`config.mk`:
```
export PLATFORM = sky130hd
export DESIGN_NAME = query_language_token_scanner_flat
export DESIGN_NICKNAME = d
export VERILOG_FILES = /design/src/hdl/qlts_pkg.sv /design/src/hdl/qlts_if.sv /design/src/hdl/qlts_scan_core.sv /design/src/hdl/qlts_tok_fifo.sv /design/src/hdl/query_language_token_scanner.sv /design/src/flat_wrapper.sv
export SDC_FILE = /design/constraint.sdc
export NUM_CORES = 1
export LEC_CHECK = 0
export BUFFER_PORTS_ARGS = -buffer_cell sky130_fd_sc_hd__buf_2
export CAP_MARGIN = 10
export CORE_MARGIN = 2
export CORE_UTILIZATION = 45
export DETAILED_ROUTE_END_ITERATION = 8
export SETUP_SLACK_MARGIN = 0.5
export SLEW_MARGIN = 20
export SYNTH_ARGS = -nofsm -noshare
export SYNTH_HDL_FRONTEND = slang
export SYNTH_SLANG_ARGS = --single-unit
```
`constraint.sdc`:
```
create_clock -name clk_i -period 5 [get_ports clk_i]
set_clock_uncertainty 0.15 [all_clocks]
set_input_delay 1.5 -clock clk_i [delete_from_list [all_inputs] [get_ports clk_i]]
set_output_delay 1.5 -clock clk_i [all_outputs]
set_load 0.03 [all_outputs]
```
`src/hdl/qlts_pkg.sv`:
```
// Shared types, constants and the keyword table of the token scanner.
// No dependencies.
`default_nettype none

package qlts_pkg;

  localparam int unsigned MAX_LINE     = 256;
  localparam int unsigned COL_W        = $clog2(MAX_LINE + 1);
  localparam int unsigned PREFIX_BYTES = 7;
  localparam int unsigned PREFIX_W     = 8 * PREFIX_BYTES;
  localparam int unsigned NUM_KW       = 14;
  localparam int unsigned FIFO_DEPTH   = 4;
  localparam int unsigned FIFO_PTR_W   = $clog2(FIFO_DEPTH);
  localparam int unsigned FIFO_CNT_W   = $clog2(FIFO_DEPTH + 1);

  typedef logic [COL_W-1:0] col_t;

  localparam col_t COL_MAX = col_t'(MAX_LINE);

  typedef enum logic [2:0] {
    KIND_KEYWORD = 3'd0,
    KIND_IDENT   = 3'd1,
    KIND_NUMBER  = 3'd2,
    KIND_REGEX   = 3'd3,
    KIND_PUNCT   = 3'd4,
    KIND_ERROR   = 3'd5
  } kind_e;

  typedef struct packed {
    kind_e       kind;
    logic [3:0]  keyword_index;
    logic [7:0]  punct_char;
    logic [15:0] row;
    logic [7:0]  col;
    logic [7:0]  length;
    logic        last;
  } tok_t;

  // up to two tokens per processed byte
  typedef struct packed {
    logic [1:0] count;
    tok_t       tok0;
    tok_t       tok1;
  } push_t;

  typedef struct packed {
    logic       hit;
    logic [3:0] idx;
  } kw_hit_t;

  // word prefix layout: first byte in the top lane, unused lanes zero
  localparam logic [PREFIX_W-1:0] KW_TEXT [NUM_KW] = '{
    {"create", 8'h00},
    {"view", 24'h0},
    {"as", 40'h0},
    {"output", 8'h00},
    {"select", 8'h00},
    {"from", 24'h0},
    {"extract"},
    {"regex", 16'h0},
    {"on", 40'h0},
    {"return", 8'h00},
    {"group", 16'h0},
    {"and", 32'h0},
    {"Token", 16'h0},
    {"pattern"}
  };

  localparam logic [2:0] KW_LEN [NUM_KW] = '{
    3'd6, 3'd4, 3'd2, 3'd6, 3'd6, 3'd4, 3'd7,
    3'd5, 3'd2, 3'd6, 3'd5, 3'd3, 3'd5, 3'd7
  };

  function automatic kw_hit_t kw_lookup(input logic [PREFIX_W-1:0] prefix,
                                        input logic [2:0] len);
    kw_hit_t r;
    r = '0;
    for (int i = 0; i < NUM_KW; i++) begin
      if (KW_TEXT[i] == prefix && KW_LEN[i] == len) begin
        r.hit = 1'b1;
        r.idx = 4'(i);
      end
    end
    return r;
  endfunction

endpackage

`default_nettype wire

```
`src/hdl/qlts_if.sv`:
```
// Handshake channels of the token scanner: text bytes in, tokens out.
// No dependencies.
`default_nettype none

interface qlts_char_if;
  logic       valid;
  logic       ready;
  logic [7:0] ch;

  modport source (output valid, output ch, input ready);
  modport sink (input valid, input ch, output ready);
endinterface

interface qlts_tok_if;
  logic        valid;
  logic        ready;
  logic [2:0]  kind;
  logic [3:0]  keyword_index;
  logic [7:0]  punct_char;
  logic [15:0] row;
  logic [7:0]  col;
  logic [7:0]  length;
  logic        last;

  modport source (output valid, output kind, output keyword_index, output punct_char,
                  output row, output col, output length, output last, input ready);
  modport sink (input valid, input kind, input keyword_index, input punct_char,
                input row, input col, input length, input last, output ready);
endinterface

`default_nettype wire

```
`src/hdl/qlts_scan_core.sv`:
```
// Input byte register, scanner state and token formation for one byte per cycle.
// Stalls while room_i is low. Depends on qlts_pkg and qlts_char_if.
`default_nettype none

module qlts_scan_core (
  input  logic              clk_i,
  input  logic              rst_ni,
  qlts_char_if.sink         char_i,
  input  logic              room_i,
  output qlts_pkg::push_t   push_o
);

  typedef enum logic [1:0] {
    MODE_IDLE,
    MODE_WORD,
    MODE_REGEX,
    MODE_STOP
  } mode_e;

  localparam logic [7:0] CH_NL     = 8'h0a;
  localparam logic [7:0] CH_TAB    = 8'h09;
  localparam logic [7:0] CH_SPACE  = 8'h20;
  localparam logic [7:0] CH_NUL    = 8'h00;
  localparam logic [7:0] CH_SLASH  = 8'h2f;
  localparam logic [7:0] CH_BSLASH = 8'h5c;

  logic                              in_valid_q;
  logic [7:0]                        ch_q;
  mode_e                             mode_q, mode_d;
  logic [15:0]                       line_q, line_d;
  qlts_pkg::col_t                    column_q, column_d;
  qlts_pkg::col_t                    tstart_q, tstart_d;
  logic [qlts_pkg::PREFIX_W-1:0]     prefix_q, prefix_d;
  logic                              id_ok_q, id_ok_d;
  logic                              dig_ok_q, dig_ok_d;
  logic                              bs_q, bs_d;

  logic                              fire;
  qlts_pkg::col_t                    word_len;
  qlts_pkg::col_t                    rx_len;
  qlts_pkg::col_t                    cur_len;
  qlts_pkg::kw_hit_t                 kw;
  logic                              kw_hit;
  logic                              word_bad;
  logic                              is_space, is_punct, is_alpha, is_digit;
  logic                              start;
  qlts_pkg::tok_t                    word_tok, punct_tok, regex_tok, rx_err_tok, long_tok;

  assign fire         = in_valid_q && room_i;
  assign char_i.ready = !in_valid_q || room_i;

  assign word_len = column_q - tstart_q;
  assign rx_len   = column_q - tstart_q - qlts_pkg::col_t'(1);
  assign kw       = qlts_pkg::kw_lookup(prefix_q, word_len[2:0]);
  assign kw_hit   = kw.hit && (word_len <= qlts_pkg::col_t'(qlts_pkg::PREFIX_BYTES));
  assign word_bad = !kw_hit && !id_ok_q && !dig_ok_q;

  always_comb begin
    is_space = (ch_q == CH_SPACE) || (ch_q == CH_TAB) || (ch_q == CH_NUL);
    // . ( ) < > { } ; ,
    is_punct = ch_q inside {8'h2e, 8'h28, 8'h29, 8'h3c, 8'h3e, 8'h7b, 8'h7d, 8'h3b, 8'h2c};
    is_alpha = ch_q inside {[8'h41:8'h5a], [8'h61:8'h7a], 8'h5f};
    is_digit = ch_q inside {[8'h30:8'h39]};
  end

  always_comb begin
    word_tok = '{kind: kw_hit ? qlts_pkg::KIND_KEYWORD :
                       id_ok_q ? qlts_pkg::KIND_IDENT :
                       dig_ok_q ? qlts_pkg::KIND_NUMBER : qlts_pkg::KIND_ERROR,
                 keyword_index: kw_hit ? kw.idx : 4'd0,
                 punct_char: 8'd0, row: line_q, col: 8'(tstart_q),
                 length: 8'(word_len), last: 1'b0};
    punct_tok = '{kind: qlts_pkg::KIND_PUNCT, keyword_index: 4'd0, punct_char: ch_q,
                  row: line_q, col: 8'(column_q), length: 8'd1, last: 1'b0};
    regex_tok = '{kind: qlts_pkg::KIND_REGEX, keyword_index: 4'd0, punct_char: 8'd0,
                  row: line_q, col: 8'(tstart_q), length: 8'(rx_len), last: 1'b0};
    rx_err_tok = regex_tok;
    rx_err_tok.kind = qlts_pkg::KIND_ERROR;
    long_tok = '{kind: qlts_pkg::KIND_ERROR, keyword_index: 4'd0, punct_char: 8'd0,
                 row: line_q, col: 8'(column_q), length: 8'd0, last: 1'b0};
  end

  always_comb begin
    mode_d   = mode_q;
    line_d   = line_q;
    column_d = column_q;
    tstart_d = tstart_q;
    prefix_d = prefix_q;
    id_ok_d  = id_ok_q;
    dig_ok_d = dig_ok_q;
    bs_d     = bs_q;
    start    = (mode_q == MODE_IDLE);
    cur_len  = start ? '0 : word_len;
    push_o.count = 2'd0;
    push_o.tok0  = word_tok;
    push_o.tok1  = punct_tok;

    if (fire && mode_q != MODE_STOP) begin
      if (ch_q == CH_NL) begin
        if (mode_q == MODE_WORD) begin
          push_o.count = 2'd1;
        end else if (mode_q == MODE_REGEX) begin
          // newline inside a regex: unterminated
          push_o.tok0  = rx_err_tok;
          push_o.count = 2'd1;
        end
        if (mode_q == MODE_REGEX || (mode_q == MODE_WORD && word_bad)) begin
          mode_d = MODE_STOP;
        end else begin
          if (line_q != 16'hffff) begin
            line_d = line_q + 16'd1;
          end
          column_d = '0;
          mode_d   = MODE_IDLE;
        end
      end else if (column_q >= qlts_pkg::COL_MAX) begin
        push_o.tok0  = long_tok;
        push_o.count = 2'd1;
        mode_d       = MODE_STOP;
      end else if (mode_q == MODE_REGEX) begin
        column_d = column_q + qlts_pkg::col_t'(1);
        if (ch_q == CH_SLASH && !bs_q) begin
          push_o.tok0  = regex_tok;
          push_o.count = 2'd1;
          mode_d       = MODE_IDLE;
        end else begin
          bs_d = (ch_q == CH_BSLASH);
        end
      end else if (is_space) begin
        column_d = column_q + qlts_pkg::col_t'(1);
        if (mode_q == MODE_WORD) begin
          push_o.count = 2'd1;
          mode_d       = word_bad ? MODE_STOP : MODE_IDLE;
        end
      end else if (is_punct) begin
        column_d = column_q + qlts_pkg::col_t'(1);
        if (mode_q == MODE_WORD) begin
          push_o.count = 2'd1;
          if (word_bad) begin
            mode_d = MODE_STOP;
          end else begin
            push_o.count = 2'd2;
            mode_d       = MODE_IDLE;
          end
        end else begin
          push_o.tok0  = punct_tok;
          push_o.count = 2'd1;
        end
      end else if (ch_q == CH_SLASH) begin
        column_d = column_q + qlts_pkg::col_t'(1);
        if (mode_q == MODE_WORD) begin
          push_o.count = 2'd1;
        end
        if (mode_q == MODE_WORD && word_bad) begin
          mode_d = MODE_STOP;
        end else begin
          mode_d   = MODE_REGEX;
          tstart_d = column_q;
          bs_d     = 1'b0;
        end
      end else begin
        // word byte: open a word if none, keep the first bytes and shape flags
        column_d = column_q + qlts_pkg::col_t'(1);
        prefix_d = start ? '0 : prefix_q;
        for (int j = 0; j < qlts_pkg::PREFIX_BYTES; j++) begin
          if (cur_len == qlts_pkg::col_t'(j)) begin
            prefix_d[qlts_pkg::PREFIX_W-1-8*j -: 8] = ch_q;
          end
        end
        if (cur_len == '0) begin
          id_ok_d = is_alpha;
        end else begin
          id_ok_d = id_ok_q && (is_alpha || is_digit);
        end
        dig_ok_d = (start || dig_ok_q) && is_digit;
        if (start) begin
          mode_d   = MODE_WORD;
          tstart_d = column_q;
        end
      end
    end

    if (push_o.count == 2'd1) begin
      push_o.tok0.last = 1'b1;
    end else if (push_o.count == 2'd2) begin
      push_o.tok1.last = 1'b1;
    end
  end

  always_ff @(posedge clk_i or negedge rst_ni) begin
    if (!rst_ni) begin
      in_valid_q <= 1'b0;
      ch_q       <= '0;
      mode_q     <= MODE_IDLE;
      line_q     <= 16'd1;
      column_q   <= '0;
      tstart_q   <= '0;
      prefix_q   <= '0;
      id_ok_q    <= 1'b1;
      dig_ok_q   <= 1'b1;
      bs_q       <= 1'b0;
    end else begin
      if (char_i.ready) begin
        in_valid_q <= char_i.valid;
        if (char_i.valid) begin
          ch_q <= char_i.ch;
        end
      end
      mode_q   <= mode_d;
      line_q   <= line_d;
      column_q <= column_d;
      tstart_q <= tstart_d;
      prefix_q <= prefix_d;
      id_ok_q  <= id_ok_d;
      dig_ok_q <= dig_ok_d;
      bs_q     <= bs_d;
    end
  end

endmodule

`default_nettype wire

```
`src/hdl/qlts_tok_fifo.sv`:
```
// Result register queue: takes up to two tokens a cycle, gives one a cycle.
// Output waits on tok_o.ready. Depends on qlts_pkg and qlts_tok_if.
`default_nettype none

module qlts_tok_fifo (
  input  logic              clk_i,
  input  logic              rst_ni,
  input  qlts_pkg::push_t   push_i,
  output logic              room_o,
  qlts_tok_if.source        tok_o
);

  qlts_pkg::tok_t                      mem_q [qlts_pkg::FIFO_DEPTH];
  logic [qlts_pkg::FIFO_PTR_W-1:0]     wr_ptr_q, rd_ptr_q;
  logic [qlts_pkg::FIFO_PTR_W-1:0]     wr_ptr_nx;
  logic [qlts_pkg::FIFO_CNT_W-1:0]     count_q;
  logic                                pop;
  qlts_pkg::tok_t                      head;

  assign pop       = tok_o.valid && tok_o.ready;
  assign wr_ptr_nx = wr_ptr_q + qlts_pkg::FIFO_PTR_W'(1);
  // room for a worst-case byte (two tokens)
  assign room_o    = count_q <= qlts_pkg::FIFO_CNT_W'(qlts_pkg::FIFO_DEPTH - 2);

  assign head                = mem_q[rd_ptr_q];
  assign tok_o.valid         = (count_q != '0);
  assign tok_o.kind          = head.kind;
  assign tok_o.keyword_index = head.keyword_index;
  assign tok_o.punct_char    = head.punct_char;
  assign tok_o.row           = head.row;
  assign tok_o.col           = head.col;
  assign tok_o.length        = head.length;
  assign tok_o.last          = head.last;

  always_ff @(posedge clk_i) begin
    if (push_i.count != 2'd0) begin
      mem_q[wr_ptr_q] <= push_i.tok0;
    end
    if (push_i.count == 2'd2) begin
      mem_q[wr_ptr_nx] <= push_i.tok1;
    end
  end

  always_ff @(posedge clk_i or negedge rst_ni) begin
    if (!rst_ni) begin
      wr_ptr_q <= '0;
      rd_ptr_q <= '0;
      count_q  <= '0;
    end else begin
      wr_ptr_q <= wr_ptr_q + qlts_pkg::FIFO_PTR_W'(push_i.count);
      if (pop) begin
        rd_ptr_q <= rd_ptr_q + qlts_pkg::FIFO_PTR_W'(1);
      end
      count_q <= count_q + qlts_pkg::FIFO_CNT_W'(push_i.count)
                 - qlts_pkg::FIFO_CNT_W'(pop);
    end
  end

endmodule

`default_nettype wire

```
`src/hdl/query_language_token_scanner.sv`:
```
// One byte per cycle while the token queue has room; the token side drains one token
// per cycle, so a byte that gives a word and a punctuation token is absorbed by the
// four-entry token queue. Reset (async, low) sets row 1, column 0, no open word.
// An error token stops scanning: later bytes are taken and give no tokens until reset.
`default_nettype none

module query_language_token_scanner (
  input  logic         clk_i,
  input  logic         rst_ni,
  qlts_char_if.sink    char_i,
  qlts_tok_if.source   tok_o
);

  qlts_pkg::push_t push;
  logic            room;

  qlts_scan_core u_core (
    .clk_i  (clk_i),
    .rst_ni (rst_ni),
    .char_i (char_i),
    .room_i (room),
    .push_o (push)
  );

  qlts_tok_fifo u_fifo (
    .clk_i  (clk_i),
    .rst_ni (rst_ni),
    .push_i (push),
    .room_o (room),
    .tok_o  (tok_o)
  );

endmodule

`default_nettype wire

```
`src/flat_wrapper.sv`:
```
// flat-port wrapper written by rule: the top's interface ports become plain ports
module query_language_token_scanner_flat 
  (clk_i, rst_ni, char_i_valid, char_i_ch, char_i_ready, tok_o_valid, tok_o_kind, tok_o_keyword_index, tok_o_punct_char, tok_o_row, tok_o_col, tok_o_length, tok_o_last, tok_o_ready);
  qlts_char_if char_i_i ();
  qlts_tok_if tok_o_i ();
  input  logic clk_i;
  input  logic rst_ni;
  input wire logic [$bits(char_i_i.valid)-1:0] char_i_valid;
  input wire logic [$bits(char_i_i.ch)-1:0] char_i_ch;
  output wire logic [$bits(char_i_i.ready)-1:0] char_i_ready;
  output wire logic [$bits(tok_o_i.valid)-1:0] tok_o_valid;
  output wire logic [$bits(tok_o_i.kind)-1:0] tok_o_kind;
  output wire logic [$bits(tok_o_i.keyword_index)-1:0] tok_o_keyword_index;
  output wire logic [$bits(tok_o_i.punct_char)-1:0] tok_o_punct_char;
  output wire logic [$bits(tok_o_i.row)-1:0] tok_o_row;
  output wire logic [$bits(tok_o_i.col)-1:0] tok_o_col;
  output wire logic [$bits(tok_o_i.length)-1:0] tok_o_length;
  output wire logic [$bits(tok_o_i.last)-1:0] tok_o_last;
  input wire logic [$bits(tok_o_i.ready)-1:0] tok_o_ready;
  assign char_i_i.valid = char_i_valid;
  assign char_i_i.ch = char_i_ch;
  assign char_i_ready = char_i_i.ready;
  assign tok_o_valid = tok_o_i.valid;
  assign tok_o_kind = tok_o_i.kind;
  assign tok_o_keyword_index = tok_o_i.keyword_index;
  assign tok_o_punct_char = tok_o_i.punct_char;
  assign tok_o_row = tok_o_i.row;
  assign tok_o_col = tok_o_i.col;
  assign tok_o_length = tok_o_i.length;
  assign tok_o_last = tok_o_i.last;
  assign tok_o_i.ready = tok_o_ready;
  query_language_token_scanner u_core (.clk_i(clk_i), .rst_ni(rst_ni), .char_i(char_i_i), .tok_o(tok_o_i));
endmodule
```
==> results_dict.tcl, run 1 <==
set metrics [dict create \
    slew_headroom_pct 38.3 \
    cts_buffers 35 \
    crit_arrival_ps 4800 \
    grt_max_degree 65 \
    synth_area_leaders "edfxtp_1 (26%), dfrtp_1 (18%), dfxtp_1 (7.8%)" \
    drv_cap 0 \
    dieHeight_um 189 \
    synth_seq_cells 303 \
    vias_per_cell 5.87 \
    hold_viol 0 \
    placed_cells 1845 \
    ant_nets 0 \
    cts.sink_count 303 \
    tns_ps 0 \
    stdcell_count 1915 \
    netlist_instances 1359 \
    reg2reg_to "u_core.u_fifo.count_q[2]$_DFF_PN0_" \
    synth_enable_flop_cells 132 \
    synth_flop_cell "edfxtp_1" \
    cp-end-kind "flop" \
    syn-mean-instance-area_um2 11.3 \
    num_io_pins 62 \
    crit_fanout 6 \
    rows 67 \
    yosys.area.top_type "edfxtp_1" \
    grt.total_usage_pct 23.4 \
    drt-initial-drc-count 933 \
    r2r_slack_ps 460 \
    num_antenna_cells 0 \
    die_x_um 189 \
    rr_worst_depth 21 \
    dr.pass1.iters 5 \
    critPathRequiredTime_ps 5260 \
    switching_share_pct 40.6 \
    clockBufferDepth 3 \
    fillCellCount 2947 \
    route.vias.total 11200 \
    clkLatencyLatePin_ps 530 \
    finalSetupViolations 0 \
    clkTransAtPathRegs_ps 60 \
    synth.distinct_cells 89 \
    hp-start "u_core.u_fifo.mem_q[0][43]$_SDFFE_PP0N_" \
    start_util_pct 45.8 \
    critPathKind "flop to flop" \
    synth_top_area_share_pct 25.8 \
    grt_pass1_vias 11100 \
    globalplace.congestion 0.950 \
    portBuffers 61 \
    grt_pass1_wl_um 65300 \
    clkPwrFrac_pct 24.4 \
    core_area_mm2 0.0335 \
    r2r-start "u_core.u_core.column_q[0]$_DFFE_PN0P_" \
    critPathLaunchType "flop" \
    power_frac_seq_pct 34.8 \
    netSwitchingPower_mw 4.10 \
    ir_drop_uv 403 \
    antenna_found_initial 0 \
    drv_slew 0 \
    fin_crit_ps 4540 \
    period_share_pct 90.9 \
    holdWs_ps 311 \
    wire_per_inst_um 21.5 \
    status "complete, no violations" \
    timing.fmax_mhz 220 \
    drt_drc_violations_left 0 \
    root_buffer "clkbuf_16" \
    synth_area_mm2 0.0154 \
    area_growth_pct 15.2 \
    finalPower_mw 10.1 \
    final_nets 1479 \
    async_flop_share_pct 36.6 \
    fp.dieArea_mm2 0.0356 \
    htree_levels 2 \
    dpl.hpwl_um 28600 \
    totalWireLength_um 41200 \
    ys_warn_count 0 \
    power_density_mw_per_mm2 571 \
    min_to "u_core.u_fifo.mem_q[0][43]$_SDFFE_PP0N_" \
    hold_depth 1 \
    power_leakage_nw 6.91 \
    worstHoldPathType "flop to flop" \
    final_layout_size_suffix_gt1_share_pct 20.7 \
    cts_tree "yes" \
    yosysSeqAreaShare_pct 51.7 \
    tightest_slew_ps 914 \
    p_int_mw 6.01 \
    overflow 0 \
    combPwrFrac_pct 40.8 \
    rsz0062_at_grt "true" \
]
## Yosys cell counts, types with 4 or more instances
cell type	instances
o2bb2ai_1	29
o22ai_1	8
o41ai_1	4
nor2_1	60
nor2b_1	20
dfxtp_1	60
a2bb2oi_1	10
or4_1	4
o21a_1	8
nor4_1	24
o211ai_1	7
nand4b_1	6
mux2i_1	4
mux4_2	48
and3b_1	11
and4b_1	7
o21ai_1	6
nor4bb_1	8
nor3_1	34
o22a_1	4
o21ai_0	60
inv_1	31
clkbuf_1	63
a21oi_1	21
xor2_1	20
buf_2	7
a22o_1	49
nor4b_1	10
buf_1	7
and3_1	14
or2_2	6
nand2_1	147
mux2_2	24
and2_1	83
nand2b_1	15
ha_1	24
xnor2_1	7
dfrtp_1	108
nand3_1	54
edfxtp_1	132
or3_1	12
a31oi_1	8
nand4_1	21
## worst max path at each step
stage | startpoint | to
floorplan | u_core.u_core.column_q[0]$_DFFE_PN0P_ | u_core.u_fifo.count_q[2]$_DFF_PN0_
global placement | u_core.u_core.tstart_q[0]$_DFFE_PN0P_ | u_core.u_fifo.count_q[2]$_DFF_PN0_
detailed placement | u_core.u_core.tstart_q[0]$_DFFE_PN0P_ | u_core.u_fifo.count_q[2]$_DFF_PN0_
CTS | u_core.u_core.column_q[0]$_DFFE_PN0P_ | u_core.u_fifo.count_q[2]$_DFF_PN0_
global route | u_core.u_core.column_q[0]$_DFFE_PN0P_ | u_core.u_fifo.count_q[2]$_DFF_PN0_
finish | u_core.u_core.column_q[0]$_DFFE_PN0P_ | u_core.u_fifo.count_q[2]$_DFF_PN0_
## routing by layer
layer	vias up	global-route usage, %	share of wire [%]
met5	-	0	0
met4	0	5.86	1.9
met3	68	2.76	4.5
met2	310	38.5	48
met1	5590	33.2	46
li1	5269	-	-
## registers in the layout, indices dropped and copies added, names as in the netlist
name / cells
u_core.u_core.ch_q: 8
u_core.u_core.column_q: 9
u_core.u_core.dig_ok_q: 1
u_core.u_core.mode_q: 2
u_core.u_core.bs_q: 1
u_core.u_core.in_valid_q: 1
u_core.u_fifo.rd_ptr_q: 2
u_core.u_core.tstart_q: 9
u_core.u_fifo.count_q: 3
u_core.u_core.id_ok_q: 1
u_core.u_fifo.mem_q: 192
u_core.u_core.prefix_q: 56
u_core.u_fifo.wr_ptr_q: 2
u_core.u_core.line_q: 16
## worst max-delay path, stage by stage, from the launching register on
cell       delay (ps)
dfrtp_1           400
inv_4              80
ha_4              130
inv_2              40
fa_2              680
ha_4              190
and2_4            130
nand4_1           200
nor4b_2           410
a31oi_1           100
o2111ai_2         230
o211a_1           250
nor2_4             60
nor4_4            160
nand2b_4          180
ha_4              200
inv_2              70
ha_4              130
inv_2              30
fa_2              320
xor2_1            160
xnor2_1           120
## power by group through the flow
stage / clock network [mW] / logic, mW / registers [mW]
after floorplan: 0 / 3.08 / 3.17
after global placement: 0 / 3.95 / 3.55
after detailed placement: 0 / 3.97 / 3.56
after CTS: 2.52 / 4.04 / 3.52
after global routing: 2.63 / 4.43 / 3.59
final: 2.47 / 4.12 / 3.52
## layout make-up
class | count | area [um2] | area share (%)
timing repair buffer | 122 | 807 | 4.56
clock inverter | 11 | 121 | 0.686
sequential | 303 | 7950 | 44.9
clock buffer | 52 | 1000 | 5.65
tap | 448 | 561 | 3.17
inverter | 36 | 154 | 0.870
multi-input combinational | 943 | 7100 | 40.1
## placed cells by master (no fill, tap or decap), drive strengths merged, types with 21 or more instances in the layout
cell / Yosys / routed
buf: 17 / 122
a22o: 49 / 49
ha: 24 / 24
mux4: 48 / 48
nor2: 61 / 61
nand4: 21 / 21
inv: 33 / 35
nor3: 34 / 34
nand2: 147 / 147
dfxtp: 60 / 60
a21oi: 21 / 21
edfxtp: 132 / 132
dfrtp: 108 / 108
clkbuf: 63 / 52
o21ai: 66 / 66
nand3: 54 / 54
and2: 85 / 85
nor4: 28 / 28
mux2: 24 / 24
o2bb2ai: 29 / 29
## what timing repair did
item | 4_1_cts | 5_1_grt
setup buffers | 2 | 5
hold buffers | 0 | 0
setup endpoints to repair | 139 | 159
gates resized for setup | 10 | 15
pin swaps | 7 | 3
## metrics by stage
step	area, um2	utilization, %	setup slack [ps]
final	17700	52.8	457
after CTS	17600	52.4	493
after global placement	16400	48.9	365
after floorplan	15400	-	486
after global routing	17700	52.8	252
after detailed placement	16400	48.9	257
## kinds of logic after synthesis
logic type	Yosys count	synth area share, %
XOR/XNOR	27	1.54
flip-flops	303	51.7
multiplexers	76	9.06
buffers and inverters	116	3.08
AO/OA/AOI/OAI	251	12.3
adder cells (fa/ha/maj)	26	2.22
other	1	0.0244
AND/OR/NAND/NOR	559	20.0
(Power assumes the default switching activity.)
==> run 2: changes to the inputs <==
CELL_PAD_IN_SITES_DETAIL_PLACEMENT = 1   (was not set)
CELL_PAD_IN_SITES_GLOBAL_PLACEMENT = 1   (was not set)
PLACE_DENSITY = 0.78   (was not set)
==> results_dict.tcl, run 2 (same netlist as run 1, synthesis figures left out) <==
set metrics [dict create \
    fp.dieArea_mm2 0.0356 \
    area_growth_pct 15.1 \
    drv_slew 0 \
    start_util_pct 45.8 \
    grt_pass1_vias 12100 \
    top_usage_layer "met2" \
    top_regs "u_core.u_fifo.mem_q (192), u_core.u_core.prefix_q (56), u_core.u_core.line_q (16)" \
    cp-end-kind "flop" \
    power_leakage_nw 6.92 \
    slowest_delay_ps 640 \
    status "complete, no violations" \
    path_cells "inv_4 > ha_4 > inv_2 > fa_2 > ha_4 > and2_1 > nand4_1 > nor4b_2 > a32oi_2 > o2111ai_2 > o211a_4 > nor2_4 > nor4_4 > nand2b_4 > ha_4 > inv_4 > ha_4 > inv_2 > fa_2 > xor2_2 > xnor2_1" \
    reg2reg_to "u_core.u_fifo.count_q[2]$_DFF_PN0_" \
    crit_arrival_ps 4780 \
    crit_fanout 5 \
    clkLatencyLatePin_ps 530 \
    cts.sink_count 303 \
    route.vias.total 11600 \
    rows 67 \
    cts_buffers 34 \
    critPathKind "flop to flop" \
    grt_use_met1_pct 34.4 \
    use_met3_pct 3.74 \
    num_antenna_cells 0 \
    totalWireLength_um 45300 \
    cts_tree "yes" \
    tns_ps 0 \
    final_layout_size_suffix_gt1_share_pct 20.9 \
    grt_max_degree 67 \
    met2_usage_pct 43.3 \
    stdcell_count 1914 \
    final_nets 1478 \
    place_area_mm2 0.0164 \
    dr.pass1.iters 7 \
    regArea_mm2 0.00795 \
    slowest_stage "fa_2" \
    hold_depth 1 \
    root_buffer "clkbuf_16" \
    wire_per_inst_um 23.7 \
    ir_drop_uv 399 \
    clockBufferDepth 3 \
    rsz0062_at_grt "true" \
    drt-initial-drc-count 784 \
    globalplace.congestion 0.935 \
    clkTransAtPathRegs_ps 60 \
    min_to "u_core.u_fifo.mem_q[2][44]$_SDFFE_PP0P_" \
    finalSetupViolations 0 \
    rr_worst_depth 21 \
    dpl.hpwl_um 31400 \
    hp-start "u_core.u_fifo.mem_q[2][44]$_SDFFE_PP0P_" \
    num_io_pins 62 \
    vias_per_cell 6.09 \
    crit_top_cell "ha_4" \
    design_area_mm2 0.0177 \
    portBuffers 61 \
    timing.fmax_mhz 220 \
    core_area_mm2 0.0335 \
    overflow 0 \
    r2r-start "u_core.u_core.column_q[0]$_DFFE_PN0P_" \
    drt_drc_violations_left 0 \
    critPathLaunchType "flop" \
    ant_nets 0 \
    utilization_pct 52.7 \
    critPathRequiredTime_ps 5240 \
    period_share_pct 90.8 \
    htree_levels 2 \
    grt.total_usage_pct 25.6 \
    fillCellCount 3528 \
    layout_commonest_cell "nand2_1" \
    top_register "u_core.u_fifo.mem_q" \
    fin_crit_ps 4540 \
    r2r_slack_ps 460 \
    dieHeight_um 189 \
    multi_input_area_mm2 0.00713 \
    hold_viol 0 \
    placed_cells 1843 \
    power_density_mw_per_mm2 583 \
    tightest_slew_ps 955 \
    slew_headroom_pct 36.2 \
    cts-hold-fix-buffers 0 \
    drv_cap 0 \
    antenna_found_initial 1 \
    die_x_um 189 \
    most-common-layout-cells "nand2_1 (147), edfxtp_1 (132), dfrtp_1 (105)" \
    grt_pass1_wl_um 71100 \
    largest_reg_flops 192 \
    worstHoldPathType "flop to flop" \
]
[run 2: what timing repair did]
item	CTS	global route
gates resized for setup	14	13
buffers inserted	6	3
pin swaps	7	2
setup endpoints to repair	251	93
[run 2: where the power goes]
group	switching [mW]	leakage, nW	total (mW)	internal, mW
Combinational	2.65	3.19	4.36	1.71
Sequential	0.606	3.19	3.52	2.91
Clock	1.02	0.528	2.43	1.41
[run 2: routing by layer]
metal | vias up | share of wire (%)
met5 | - | 0
met4 | 0 | 2.3
met3 | 73 | 4.6
met2 | 315 | 49
met1 | 5970 | 44
li1 | 5289 | -
[run 2: critical path: cells and delay by family, from the launching register on]
| family | cells | cell delay, ps |
|---|---|---|
| fa+ha+maj | 6 | 1620 |
| simple gates | 6 | 1180 |
| compound gates | 3 | 540 |
| flops | 1 | 410 |
| xor+xnor | 2 | 290 |
| buf+inv | 4 | 210 |
[run 2: worst max-delay path by stage]
stage / slack, ps / start / cells past startpoint / end
2_1_floorplan: 490 / u_core.u_core.column_q[0]$_DFFE_PN0P_ / 22 / u_core.u_fifo.count_q[2]$_DFF_PN0_
3_3_place_gp: 310 / u_core.u_core.tstart_q[0]$_DFFE_PN0P_ / 19 / u_core.u_fifo.count_q[2]$_DFF_PN0_
3_5_place_dp: 90 / u_core.u_core.tstart_q[0]$_DFFE_PN0P_ / 19 / u_core.u_fifo.count_q[2]$_DFF_PN0_
4_1_cts: 410 / u_core.u_core.column_q[0]$_DFFE_PN0P_ / 20 / u_core.u_fifo.count_q[2]$_DFF_PN0_
5_1_grt: 270 / u_core.u_core.column_q[0]$_DFFE_PN0P_ / 21 / u_core.u_fifo.count_q[2]$_DFF_PN0_
6_report: 460 / u_core.u_core.column_q[0]$_DFFE_PN0P_ / 21 / u_core.u_fifo.count_q[2]$_DFF_PN0_
[run 2: area by class of cell]
cell class,instances,share of cell area (%)
sequential,303,45.0
multi-input combinational,943,40.4
timing repair buffer,122,4.54
clock inverter,11,0.559
tap,448,3.17
clock buffer,51,5.54
inverter,36,0.835
[run 2: stage by stage]
stage / hold slack, ps / total power [mW] / worst slack (ps)
6_report: 311 / 10.3 / 459
3_5_place_dp: 293 / 7.68 / 85.3
5_1_grt: 329 / 10.8 / 273
3_3_place_gp: 289 / 7.54 / 308
4_1_cts: 315 / 10.3 / 407
2_1_floorplan: 277 / 6.26 / 486
==> run 3: changes to the inputs <==
==> constraint.sdc (replaced) <==
create_clock -name clk_i -period 3.9 [get_ports clk_i]
set_clock_uncertainty 0.15 [all_clocks]
set_input_delay 0.78 -clock clk_i [delete_from_list [all_inputs] [get_ports clk_i]]
set_output_delay 0.78 -clock clk_i [all_outputs]
set_load 0.03 [all_outputs]
==> results_dict.tcl, run 3 (same netlist as run 1, synthesis figures left out) <==
set metrics [dict create \
    timing.fmax_mhz 222 \
    largest_reg_flops 192 \
    clkLatencyLatePin_ps 540 \
    status "complete, but fails checks" \
    clkPwrFrac_pct 21.7 \
    fillCellCount 3517 \
    globalplace.congestion 0.979 \
    use_met3_pct 4.51 \
    totalWireLength_um 49500 \
    combPwrFrac_pct 47.5 \
    rr_worst_depth 21 \
    endpoint "u_core.u_fifo.count_q[2]$_DFF_PN0_" \
    final_layout_size_suffix_gt1_share_pct 28.9 \
    cts.sink_count 303 \
    period_share_pct 115 \
    drt_drc_violations_left 0 \
    power_density_mw_per_mm2 737 \
    ant_nets 0 \
    dieHeight_um 189 \
    cts_tree "yes" \
    top_register "u_core.u_fifo.mem_q" \
    drt-initial-drc-count 928 \
    cts_buffers 34 \
    route.vias.total 12400 \
    die_x_um 189 \
    finalSetupViolations 340 \
    ir_drop_uv 468 \
    r2r-start "u_core.u_core.column_q[0]$_DFFE_PN0P_" \
    crit_path_start "u_core.u_core.column_q[0]$_DFFE_PN0P_" \
    rsz0062_at_grt "true" \
    cts-hold-fix-buffers 0 \
    most-common-layout-cells "buf_4 (181), nand2_1 (147), edfxtp_1 (132)" \
    fin_ws_ps -598 \
    met2_usage_pct 49.3 \
    p_int_mw 8.26 \
    critPathLaunchType "flop" \
    switching_share_pct 41.2 \
    tns_ps -79020 \
    drv_cap 0 \
    dpl.hpwl_um 35300 \
    grt.total_usage_pct 27.8 \
    grt_pass1_wl_um 76700 \
    antenna_found_initial 2 \
    crit_arrival_ps 4760 \
    power_frac_seq_pct 30.8 \
    slew_headroom_pct 45.9 \
    htree_levels 2 \
    vias_per_cell 6.02 \
    layout_commonest_cell "buf_4" \
    drv_slew 0 \
    critPathRequiredTime_ps 4160 \
    rows 67 \
    core_area_mm2 0.0335 \
    clockBufferDepth 3 \
    grt_pass1_vias 13300 \
    pre_cts_slack_ps -752 \
    root_buffer "clkbuf_16" \
    grt_use_met1_pct 35.2 \
    grt_max_degree 64 \
    wire_per_inst_um 24.1 \
    portBuffers 61 \
    num_io_pins 62 \
    area_growth_pct 24.0 \
    violations "negative setup slack" \
    tightest_slew_ps 811 \
    num_antenna_cells 0 \
    critPathKind "flop to flop" \
    top_usage_layer "met2" \
    worstHoldPathType "input port to asynchronous set/reset pin" \
    top_regs "u_core.u_fifo.mem_q (192), u_core.u_core.prefix_q (56), u_core.u_core.line_q (16)" \
    crit_fanout 4 \
    fp.dieArea_mm2 0.0356 \
    reg2reg_to "u_core.u_fifo.count_q[2]$_DFF_PN0_" \
    clkTransAtPathRegs_ps 60 \
    final_nets 1620 \
    start_util_pct 45.8 \
    power_leakage_nw 7.72 \
    hold_viol 0 \
    netSwitchingPower_mw 5.78 \
    fin_crit_ps 4500 \
    holdWs_ps 133 \
    dr.pass1.iters 5 \
    overflow 0 \
    cp-end-kind "flop" \
    r2r_slack_ps -600 \
]
==> run 3: cell count changes in the layout (fill, tap and decap cells not counted), sizes merged <==
cell / previous run / this run
buf: 122 / 261
clkinv: 10 / 15
clkbuf: 51 / 49
inv: 35 / 37
bufinv: 1 / 0
clkinvlp: 1 / 0
==> run 3: worst min path at each step <==
stage                                         endpoint  slack (ps)
3_3_place_gp    u_core.u_fifo.mem_q[1][2]$_SDFFE_PP0N_         290
2_1_floorplan   u_core.u_fifo.mem_q[2][2]$_SDFFE_PP0P_         280
6_report        u_core.u_core.prefix_q[36]$_DFFE_PN0P_         130
4_1_cts         u_core.u_core.prefix_q[39]$_DFFE_PN0P_         140
3_5_place_dp   u_core.u_fifo.mem_q[2][44]$_SDFFE_PP0P_         300
5_1_grt         u_core.u_core.prefix_q[39]$_DFFE_PN0P_         170
==> run 3: timing repair <==
action | in CTS | in global routing
pin swaps | 6 | 5
gates cloned | 1 | 2
setup buffers | 4 | 7
setup endpoints to repair | 434 | 434
endpoints found under the hold margin | 0 | 0
gates resized for setup | 24 | 30
==> run 3: final cells by class <==
cell class	count	area [um2]	share of cell area (%)
tap	448	561	2.94
multi-input combinational	943	7280	38.2
clock inverter	14	86.3	0.453
clock buffer	48	953	5.01
timing repair buffer	262	2030	10.7
inverter	36	169	0.887
timing repair inverter	2	20.0	0.105
sequential	303	7950	41.7
==> run 3: routing by layer <==
metal	up-vias	routed length (um)
met5	-	12
met4	2	1060
met3	74	2990
met2	409	25400
met1	6350	20000
li1	5546	-
==> run 3: power by group through the flow <==
stage	Clock, mW	Combinational (mW)	Sequential (mW)
detailed placement	0	6.31	4.37
finish	3.05	6.67	4.33
global placement	0	6.11	4.33
CTS	3.10	6.51	4.32
floorplan	0	3.99	4.07
global route	3.22	7.09	4.41
==> run 3: worst max-delay path, stage by stage (launching register included) <==
cell and delay [ps]:
dfrtp_1 420, inv_4 80, ha_4 130, inv_2 40
fa_2 610, ha_4 170, and2_1 120, nand4_1 240
nor4b_4 360, a31oi_2 70, o2111ai_2 250, o211a_4 220
nor2_4 40, nor4_4 190, nand2b_4 200, ha_4 210
inv_4 50, ha_4 120, inv_2 40, fa_2 350
xor2_2 170, xnor2_1 140
==> run 3: through the flow <==
step,util (%),instance area [um2],instances,power [mW]
finish,56.8,19000,2056,14.0
CTS,56.1,18800,2047,13.9
global route,56.8,19000,2056,14.7
global placement,52.5,17600,1980,10.4
detailed placement,52.5,17600,1980,10.7
floorplan,-,15600,1362,8.06
